**src/mie_pkg.sv**
```systemverilog
package mie_pkg;

    localparam int unsigned WORD_W = 32;
    localparam int unsigned COEF_W = 34;
    localparam int unsigned INV_W  = 31;
    localparam int unsigned CNT_W  = 5;

    typedef enum logic [1:0] {
        ST_OK   = 2'd0,
        ST_NONE = 2'd1,
        ST_ZERO = 2'd2
    } status_t;

    typedef enum logic [2:0] {
        S_IDLE,
        S_REDUCE,
        S_CHECK,
        S_DIV,
        S_UPDATE,
        S_FINISH
    } state_t;

endpackage

```
**src/modular_inverse_euclid.sv**
```systemverilog
// Modular multiplicative inverse by the extended Euclidean algorithm. Each input
// transaction carries a signed value and a signed modulus (only its magnitude is
// used) and yields one output transaction with the inverse and a status: ok, no
// inverse, or zero modulus. A single shared unit does one restoring-division
// bit per cycle and, in the Euclid rounds, in the same cycle one step of the
// quotient times coefficient product. The value is first reduced modulo the
// modulus by the divider, then each Euclid round runs 32 divide steps plus
// check and update; a zero modulus goes straight to the result.
// s_axis_tready is high only while no item is in progress.
module modular_inverse_euclid
    import mie_pkg::*;
(
    input  logic        clk,
    input  logic        rst_n,
    input  logic        s_axis_tvalid,
    output logic        s_axis_tready,
    input  logic [63:0] s_axis_tdata,   // value [31:0], modulus [63:32]
    output logic        m_axis_tvalid,
    input  logic        m_axis_tready,
    output logic [39:0] m_axis_tdata    // inverse [30:0], status [32:31], zero pad
);

    state_t                     state_reg, state_next;
    logic                       out_valid_reg, out_valid_next;
    logic [INV_W-1:0]           out_inv_reg, out_inv_next;
    status_t                    out_st_reg, out_st_next;
    logic [INV_W-1:0]           res_inv_reg, res_inv_next;
    status_t                    res_st_reg, res_st_next;

    logic [WORD_W-1:0]          m_reg, m_next;
    logic                       neg_reg, neg_next;
    logic [WORD_W-1:0]          r_reg, r_next;
    logic [WORD_W-1:0]          nr_reg, nr_next;
    logic signed [COEF_W-1:0]   t_reg, t_next;
    logic signed [COEF_W-1:0]   nt_reg, nt_next;
    logic [WORD_W-1:0]          rem_reg, rem_next;
    logic [WORD_W-1:0]          quo_reg, quo_next;
    logic [WORD_W-1:0]          div_reg, div_next;
    logic signed [COEF_W-1:0]   acc_reg, acc_next;
    logic [CNT_W-1:0]           cnt_reg, cnt_next;

    logic [WORD_W-1:0]          in_value;
    logic [WORD_W-1:0]          in_modulus;
    logic [WORD_W-1:0]          mag_value;
    logic [WORD_W-1:0]          mag_modulus;
    logic [WORD_W:0]            shifted;
    logic [WORD_W+1:0]          diff;
    logic                       qbit;
    logic [WORD_W-1:0]          rem_step;
    logic signed [COEF_W-1:0]   acc_step;
    logic signed [COEF_W-1:0]   t_lift;

    assign in_value    = s_axis_tdata[31:0];
    assign in_modulus  = s_axis_tdata[63:32];
    assign mag_value   = in_value[WORD_W-1] ? (~in_value + 1'b1) : in_value;
    assign mag_modulus = in_modulus[WORD_W-1] ? (~in_modulus + 1'b1) : in_modulus;

    // shared divide and multiply-accumulate step
    assign shifted  = {rem_reg, quo_reg[WORD_W-1]};
    assign diff     = {1'b0, shifted} - {2'b00, div_reg};
    assign qbit     = ~diff[WORD_W+1];
    assign rem_step = qbit ? diff[WORD_W-1:0] : shifted[WORD_W-1:0];
    assign acc_step = (acc_reg <<< 1) + (qbit ? nt_reg : '0);
    assign t_lift   = t_reg + $signed({2'b00, m_reg});

    assign s_axis_tready = (state_reg == S_IDLE);
    assign m_axis_tvalid = out_valid_reg;
    assign m_axis_tdata  = {7'd0, out_st_reg, out_inv_reg};

    always_ff @(posedge clk or negedge rst_n)
    begin
        if (!rst_n)
        begin
            state_reg     <= S_IDLE;
            out_valid_reg <= 1'b0;
        end
        else
        begin
            state_reg     <= state_next;
            out_valid_reg <= out_valid_next;
        end
    end

    always_ff @(posedge clk)
    begin
        out_inv_reg <= out_inv_next;
        out_st_reg  <= out_st_next;
        res_inv_reg <= res_inv_next;
        res_st_reg  <= res_st_next;
        m_reg       <= m_next;
        neg_reg     <= neg_next;
        r_reg       <= r_next;
        nr_reg      <= nr_next;
        t_reg       <= t_next;
        nt_reg      <= nt_next;
        rem_reg     <= rem_next;
        quo_reg     <= quo_next;
        div_reg     <= div_next;
        acc_reg     <= acc_next;
        cnt_reg     <= cnt_next;
    end

    always_comb
    begin
        state_next     = state_reg;
        out_valid_next = out_valid_reg;
        out_inv_next   = out_inv_reg;
        out_st_next    = out_st_reg;
        res_inv_next   = res_inv_reg;
        res_st_next    = res_st_reg;
        m_next         = m_reg;
        neg_next       = neg_reg;
        r_next         = r_reg;
        nr_next        = nr_reg;
        t_next         = t_reg;
        nt_next        = nt_reg;
        rem_next       = rem_reg;
        quo_next       = quo_reg;
        div_next       = div_reg;
        acc_next       = acc_reg;
        cnt_next       = cnt_reg;

        if (out_valid_reg && m_axis_tready)
        begin
            out_valid_next = 1'b0;
        end

        case (state_reg)
            S_IDLE:
            begin
                if (s_axis_tvalid)
                begin
                    m_next   = mag_modulus;
                    neg_next = in_value[WORD_W-1];
                    quo_next = mag_value;
                    rem_next = '0;
                    div_next = mag_modulus;
                    acc_next = '0;
                    cnt_next = '0;
                    if (mag_modulus == '0)
                    begin
                        res_inv_next = '0;
                        res_st_next  = ST_ZERO;
                        state_next   = S_FINISH;
                    end
                    else
                    begin
                        state_next = S_REDUCE;
                    end
                end
            end

            S_REDUCE:
            begin
                rem_next = rem_step;
                quo_next = {quo_reg[WORD_W-2:0], qbit};
                cnt_next = cnt_reg + 1'b1;
                if (cnt_reg == '1)
                begin
                    r_next  = m_reg;
                    t_next  = '0;
                    nt_next = COEF_W'(1);
                    if (!neg_reg)
                    begin
                        nr_next = rem_step;
                    end
                    else if (rem_step == '0)
                    begin
                        nr_next = '0;
                    end
                    else
                    begin
                        nr_next = m_reg - rem_step;
                    end
                    state_next = S_CHECK;
                end
            end

            S_CHECK:
            begin
                if (nr_reg == '0)
                begin
                    if (r_reg > WORD_W'(1))
                    begin
                        res_inv_next = '0;
                        res_st_next  = ST_NONE;
                    end
                    else
                    begin
                        res_inv_next = t_reg[COEF_W-1] ? t_lift[INV_W-1:0] : t_reg[INV_W-1:0];
                        res_st_next  = ST_OK;
                    end
                    state_next = S_FINISH;
                end
                else
                begin
                    quo_next   = r_reg;
                    rem_next   = '0;
                    div_next   = nr_reg;
                    acc_next   = '0;
                    cnt_next   = '0;
                    state_next = S_DIV;
                end
            end

            S_DIV:
            begin
                rem_next = rem_step;
                quo_next = {quo_reg[WORD_W-2:0], qbit};
                acc_next = acc_step;
                cnt_next = cnt_reg + 1'b1;
                if (cnt_reg == '1)
                begin
                    state_next = S_UPDATE;
                end
            end

            S_UPDATE:
            begin
                nt_next    = t_reg - acc_reg;
                t_next     = nt_reg;
                nr_next    = rem_reg;
                r_next     = nr_reg;
                state_next = S_CHECK;
            end

            S_FINISH:
            begin
                if (!out_valid_reg || m_axis_tready)
                begin
                    out_valid_next = 1'b1;
                    out_inv_next   = res_inv_reg;
                    out_st_next    = res_st_reg;
                    state_next     = S_IDLE;
                end
            end

            default:
            begin
                state_next = S_IDLE;
            end
        endcase
    end

endmodule

```
**config.mk**
```make
export PLATFORM = sky130hd
export DESIGN_NAME = modular_inverse_euclid
export DESIGN_NICKNAME = d
export VERILOG_FILES = /design/src/mie_pkg.sv /design/src/modular_inverse_euclid.sv
export SDC_FILE = /design/constraint.sdc
export NUM_CORES = 1
export LEC_CHECK = 0
export ABC_AREA = 1
export BUFFER_PORTS_ARGS = -buffer_cell sky130_fd_sc_hd__buf_2
export CELL_PAD_IN_SITES_DETAIL_PLACEMENT = 0
export CELL_PAD_IN_SITES_GLOBAL_PLACEMENT = 2
export CORE_MARGIN = 3
export CORE_UTILIZATION = 35
export DETAILED_ROUTE_END_ITERATION = 8
export PLACE_DENSITY_LB_ADDON = 0.08
export REMOVE_ABC_BUFFERS = 1
export SYNTH_ARGS = -nofsm -noshare
export SYNTH_HDL_FRONTEND = slang
export SYNTH_SLANG_ARGS = --single-unit
export TNS_END_PERCENT = 10
```
**constraint.sdc**
```tcl
create_clock -name clk -period 11.31 [get_ports clk]
set_clock_uncertainty 0.15 [all_clocks]
set_input_delay 1.131 -clock clk [delete_from_list [all_inputs] [get_ports clk]]
set_output_delay 1.131 -clock clk [all_outputs]
set_load 0.02 [all_outputs]
```
==> metrics, run 1 <==
CTS tree=built; YS warnings=0; Power, Total=9640 uW; Area after DPL=27300 um^2; switching share of power=0.489; Starting Density=0.357; Worst Reg2Reg Path Length in Cells=28; Crit-path slowest cell=buf_4; Internal=4930 uW; fin nets=3545; P_sw=4710 uW; Clock Power Share=0.162; Worst EP arrival=5890 ps; final hold vios=0; Synth Flop Type=edfxtp_1; Least-Margin Pin Slew=1220 ps; CP Class=reg -> reg; slowest stage delay, CP=580 ps; Final Cycle Share=0.507; Die W=277 um; Final min period=5730 ps; All-Layer GR Usage=0.219; Post-Synthesis Cell Area=25700 um^2; Seq/Total Area, Yosys=0.431; first-pass GRT wire length=130000 um; Syn Area/Cell=8.02 um^2; fin util=0.400; Post-Syn Instances=3206; Yosys top cell by area=edfxtp_1; pwr/cell area=334 nW/um^2; TritonRoute pass-1 iters=5; Slew headroom=0.186; DRT antenna net count=0; power share of the combinational group=0.598; CTS Sinks=370; top post-synthesis cells by count=nand2_1, inv_1, nor2_1, edfxtp_1, a21oi_1; gp weighted congestion=0.912; Setup crit end kind=register; Core Box Area=72100 um^2; post-route cell area=28900 um^2; Post-CTS Setup Repair Bufs=0; TritonCTS buffer count=48; P_leak=0.0127 uW; fraction of layout cells with a size suffix above 1=0.0871; worst vdd ir=0.185 mV; status=finished, final reports clean; IO buf count=102; pin count of the biggest net entering global routing=69; die area=76700 um^2; reg2reg start=rem_reg[29]; Area growth, synth to finish=12.3%; total grt overflow=0; Achievable Freq=175 MHz; RSZ-0062 raised after global routing=false; hold crit path type=in -> async; drt total wl=86000 um; later-pin clock latency in the skew report=580 ps; PostCTS Resize Cnt=0; reg2reg setup slack=5580 ps; flops & latches, synth=370; Die Y=277 um; max_cap viols=0; I/O pins=110; drt initial violations=1447; Post-synth EDFFs=366; Clock Tree Root=clkbuf_16; Synth cell types=55; Rows=98; Slew Limit Fails=0; Worst EP required=11480 ps; setup TNS=0 ps; most frequent CP cell=nand2_1; Async SR Flop Fraction=0.0108; top-area cell type share of the netlist area=0.428; Setup Viol. Count Final=0; most frequent cell after synthesis=nand2_1; H-Tree Depth=2; Vias=21785; Sequential Power Share=0.240; worst r2r dst=nr_reg[28]; number of global-route vias before repair=21987; initial antenna violation count=5; startpoint types=register; Hold-fix buffers, CTS=0; Synth area leaders=edfxtp_1, nand2_1, ha_1, inv_1, a21oi_1; hpwl dp=68200 um; DR vias/cell=5.07; clock buffer depth=3; Setup crit start=rem_reg[29]; DRC=0; wire length per cell=20.0 um; CP max FO=55; Clock Pin Slew Worst Setup and Hold Paths=60 ps
-- through the flow --
step,instances,setup WS (ps),hold WS (ps)
global route,4292,5000,181
finish,4296,5580,206
detailed placement,4205,5510,255
CTS,4291,5510,161
global placement,4205,5500,252
floorplan,3130,-1470,250
-- cell families after synthesis --
family,synth area share
compound gates,0.155
xor+xnor,0.0293
fa+ha+maj,0.0852
buf+inv,0.0849
flops,0.431
mux,0.000876
other cells,0.000146
simple gates,0.213
-- layout make-up --
| cell class | count | area [um^2] |
|---|---|---|
| Clock inverter | 27 | 315 |
| Antenna cell | 5 | 12.5 |
| Clock buffer | 59 | 1260 |
| Fill cell | 7457 | 43200 |
| Sequential cell | 370 | 11100 |
| Inverter | 474 | 1780 |
| Timing Repair Buffer | 125 | 683 |
| Multi-Input combinational cell | 2286 | 12500 |
| Tap cell | 950 | 1190 |
-- per-layer routing --
layer | track usage | vias up | wire (um)
met5 | 0 | - | 16
met4 | 0.0706 | 2 | 2940
met3 | 0.0288 | 125 | 3410
met2 | 0.369 | 418 | 40300
met1 | 0.292 | 10194 | 39400
li1 | - | 11046 | -
-- how the worst max path moves through the flow --
stage / depth (start not counted) / to / slack (ps)
2_1_floorplan: 5 / nr_reg[0] / -1470
3_5_place_dp: 17 / res_inv_reg[0] / 5510
5_1_grt: 27 / acc_reg[31] / 5000
6_report: 28 / nr_reg[28] / 5580
3_3_place_gp: 17 / res_inv_reg[0] / 5500
4_1_cts: 28 / nr_reg[28] / 5510
-- cell usage in the layout, fill, tap and decap left out, types with 6 or more instances in the layout --
master and n:
buf_4 23, o21ai_2 7, nand3b_1 12, o211ai_1 24, a21oi_2 13, o31ai_1 10
nor4_1 25, nor3_1 42, clkbuf_16 49, clkbuf_1 10, xnor2_1 28, clkinv_1 10
bufinv_16 7, edfxtp_1 366, inv_1 462, nor2_1 391, conb_1 7, a21o_1 7
o21a_1 32, a21boi_0 10, o21ai_1 14, a21oi_1 299, nand2_2 17, o21bai_1 10
xor2_1 58, ha_1 167, buf_2 102, or2_2 26, nand2_1 597, a31oi_1 23
o21ai_0 249, nand3_1 138, nand4_1 29, inv_2 9, clkinv_2 6, clkinvlp_4 6
-- critical path, delay by kind of cell (launching register included) --
family	cells	cell delay, ps
flip-flops	1	420
AO/OA/AOI/OAI	4	930
buffers and inverters	2	660
AND/OR/NAND/NOR	19	2290
adder cells (fa/ha/maj)	3	1010
-- power by group through the flow --
stage | Sequential, uW | Combinational [uW] | Clock (uW)
2_1_floorplan | 2320 | 4110 | 0
3_3_place_gp | 2320 | 5770 | 0
3_5_place_dp | 2340 | 5750 | 0
4_1_cts | 2320 | 5780 | 1600
5_1_grt | 2350 | 6540 | 1650
6_report | 2320 | 5760 | 1560
No activity file was read; power rests on OpenSTA's default activity.
==> inputs of run 2 (changes only) <==
- clock period: 11.31 -> 4.6 ns (I/O delays scaled with it)
==> metrics, run 2 (synthesis results as in run 1) <==
status=finished, final reports clean (unchanged); IO buf count=102 (unchanged); Slew Limit Fails=0 (unchanged); Setup Viol. Count Final=0 (unchanged); Worst EP required=4890 ps (was 11480 ps); Starting Density=0.357 (unchanged); Least-Margin Pin Slew=1050 ps (was 1220 ps); final hold vios=0 (unchanged); startpoint types=register (unchanged); pin count of the biggest net entering global routing=133 (was 69); CP Class=reg -> reg (unchanged); drt total wl=89800 um (was 86000 um); drt initial violations=1729 (was 1447); RSZ-0062 raised after global routing=true (was false); All-Layer GR Usage=0.228 (was 0.219); Core Box Area=72100 um^2 (unchanged); most common cell after layout, fill and taps aside=nand2_1 (unchanged); CTS Sinks=370 (unchanged); gp weighted congestion=0.864 (was 0.912); DRC=0 (unchanged); Slew headroom=0.298 (was 0.186); Rows=98 (unchanged); Vias=23135 (was 21785); total grt overflow=0 (unchanged); later-pin clock latency in the skew report=600 ps (was 580 ps); Worst EP arrival=4670 ps (was 5890 ps); Die Y=277 um (unchanged); fraction of layout cells with a size suffix above 1=0.204 (was 0.0871); hold crit path type=in -> reg (was in -> async); wire length per cell=19.3 um (was 20.0 um); most frequent cells in the layout=nand2_1, inv_1, nor2_1 (unchanged); fillcell total=7290 (was 7457); worst vdd ir=0.383 mV (was 0.185 mV); clock buffer depth=3 (unchanged); Clock Power Share=0.127 (was 0.162); Power, Total=28900 uW (was 9640 uW); number of global-route vias before repair=23092 (was 21987); P_sw=13300 uW (was 4710 uW); CTS tree=built (unchanged); footprint of the multi-input gates=13200 um^2 (was 12500 um^2); P_leak=0.0145 uW (was 0.0127 uW); Clock Tree Root=clkbuf_16 (unchanged); I/O pins=110 (unchanged); pwr/cell area=899 nW/um^2 (was 334 nW/um^2); Internal=15700 uW (was 4930 uW); slowest stage delay, CP=350 ps (was 580 ps); hpwl dp=71200 um (was 68200 um); first-pass GRT wire length=136000 um (was 130000 um); max_cap viols=0 (unchanged); TritonCTS buffer count=48 (unchanged); power share of the combinational group=0.677 (was 0.598); Hold WS=40.3 ps (was 206 ps); Crit-path slowest cell=fa_2 (was buf_4); DRT antenna net count=0 (unchanged); switching share of power=0.458 (was 0.489); Achievable Freq=228 MHz (was 175 MHz); Final min period=4380 ps (was 5730 ps); Register Area=11100 um^2 (unchanged); fin nets=3892 (was 3545); die area=76700 um^2 (unchanged); H-Tree Depth=2 (unchanged); Die W=277 um (unchanged); Setup crit end kind=register (unchanged); Area growth, synth to finish=25.1% (was 12.3%); DR vias/cell=4.98 (was 5.07); initial antenna violation count=5 (unchanged); Final Cycle Share=0.952 (was 0.507); CP max FO=4 (was 55); Sequential Power Share=0.197 (was 0.240); Clock Pin Slew Worst Setup and Hold Paths=60 ps (about the same); TritonRoute pass-1 iters=6 (was 5)
-- run 2: per-stage QoR --
step                      worst slack [ps]  utilization  area, um^2  std cells   TNS, ps
after floorplan                      -8180            -       25300       3130  -1488930
after global placement                -388        0.413       29700       4527     -5850
after detailed placement              -508        0.413       29700       4527     -8550
after CTS                            -18.8        0.438       31600       4625     -34.8
after global routing                 -35.2        0.446       32200       4639      -107
final                                  222        0.446       32200       4642         0
-- run 2: layout make-up --
class,count,area share
multi-input combinational,2286,0.411
antenna,3,0.000233
timing repair buffer,472,0.105
sequential,370,0.345
clock inverter,25,0.00646
tap,950,0.0370
inverter,474,0.0555
clock buffer,62,0.0403
-- run 2: power by group through the flow --
stage / clock, uW / sequential [uW] / combinational [uW]
4_1_cts: 3760 / 5670 / 18600
3_3_place_gp: 0 / 5680 / 18100
2_1_floorplan: 0 / 5690 / 10100
3_5_place_dp: 0 / 5710 / 18200
6_report: 3660 / 5690 / 19600
5_1_grt: 3890 / 5780 / 21700
-- run 2: layer usage --
metal	global-route usage	part of all wire	vias to the layer above
met5	0	0.00014	-
li1	-	-	11732
met1	0.298	0.45	10898
met2	0.398	0.49	403
met4	0.0595	0.026	2
met3	0.0295	0.040	100
-- run 2: path summary, 6_finish.rpt --
kind | startpoint | endpoint | slack, ps | depth (start not counted)
max in group asynchronous | rst_n | state_reg[2] | 4100 | 2
worst max register to register | quo_reg[31] | nr_reg[31] | 220 | 26
worst max-delay path | quo_reg[31] | nr_reg[31] | 220 | 26
worst min register to register | res_st_reg[0] | out_st_reg[0] | 260 | 0
worst min-delay path | m_axis_tready | m_axis_tvalid | 40 | 4
min in group asynchronous | rst_n | m_axis_tvalid | 80 | 2
-- run 2: timing repair --
item	4_1_cts	5_1_grt
hold endpoints to repair	5	0
resized for setup	46	105
pin swaps	15	35
setup buffers	9	14
hold buffers	2	0
setup endpoints to repair	40	53
-- run 2: critical path: cells and delay by family, from the launching register on --
kind | cells | cell delay (ps)
AND/OR/NAND/NOR | 14 | 1520
buffers and inverters | 6 | 760
adder cells (fa/ha/maj) | 3 | 870
AO/OA/AOI/OAI | 3 | 590
flip-flops | 1 | 330
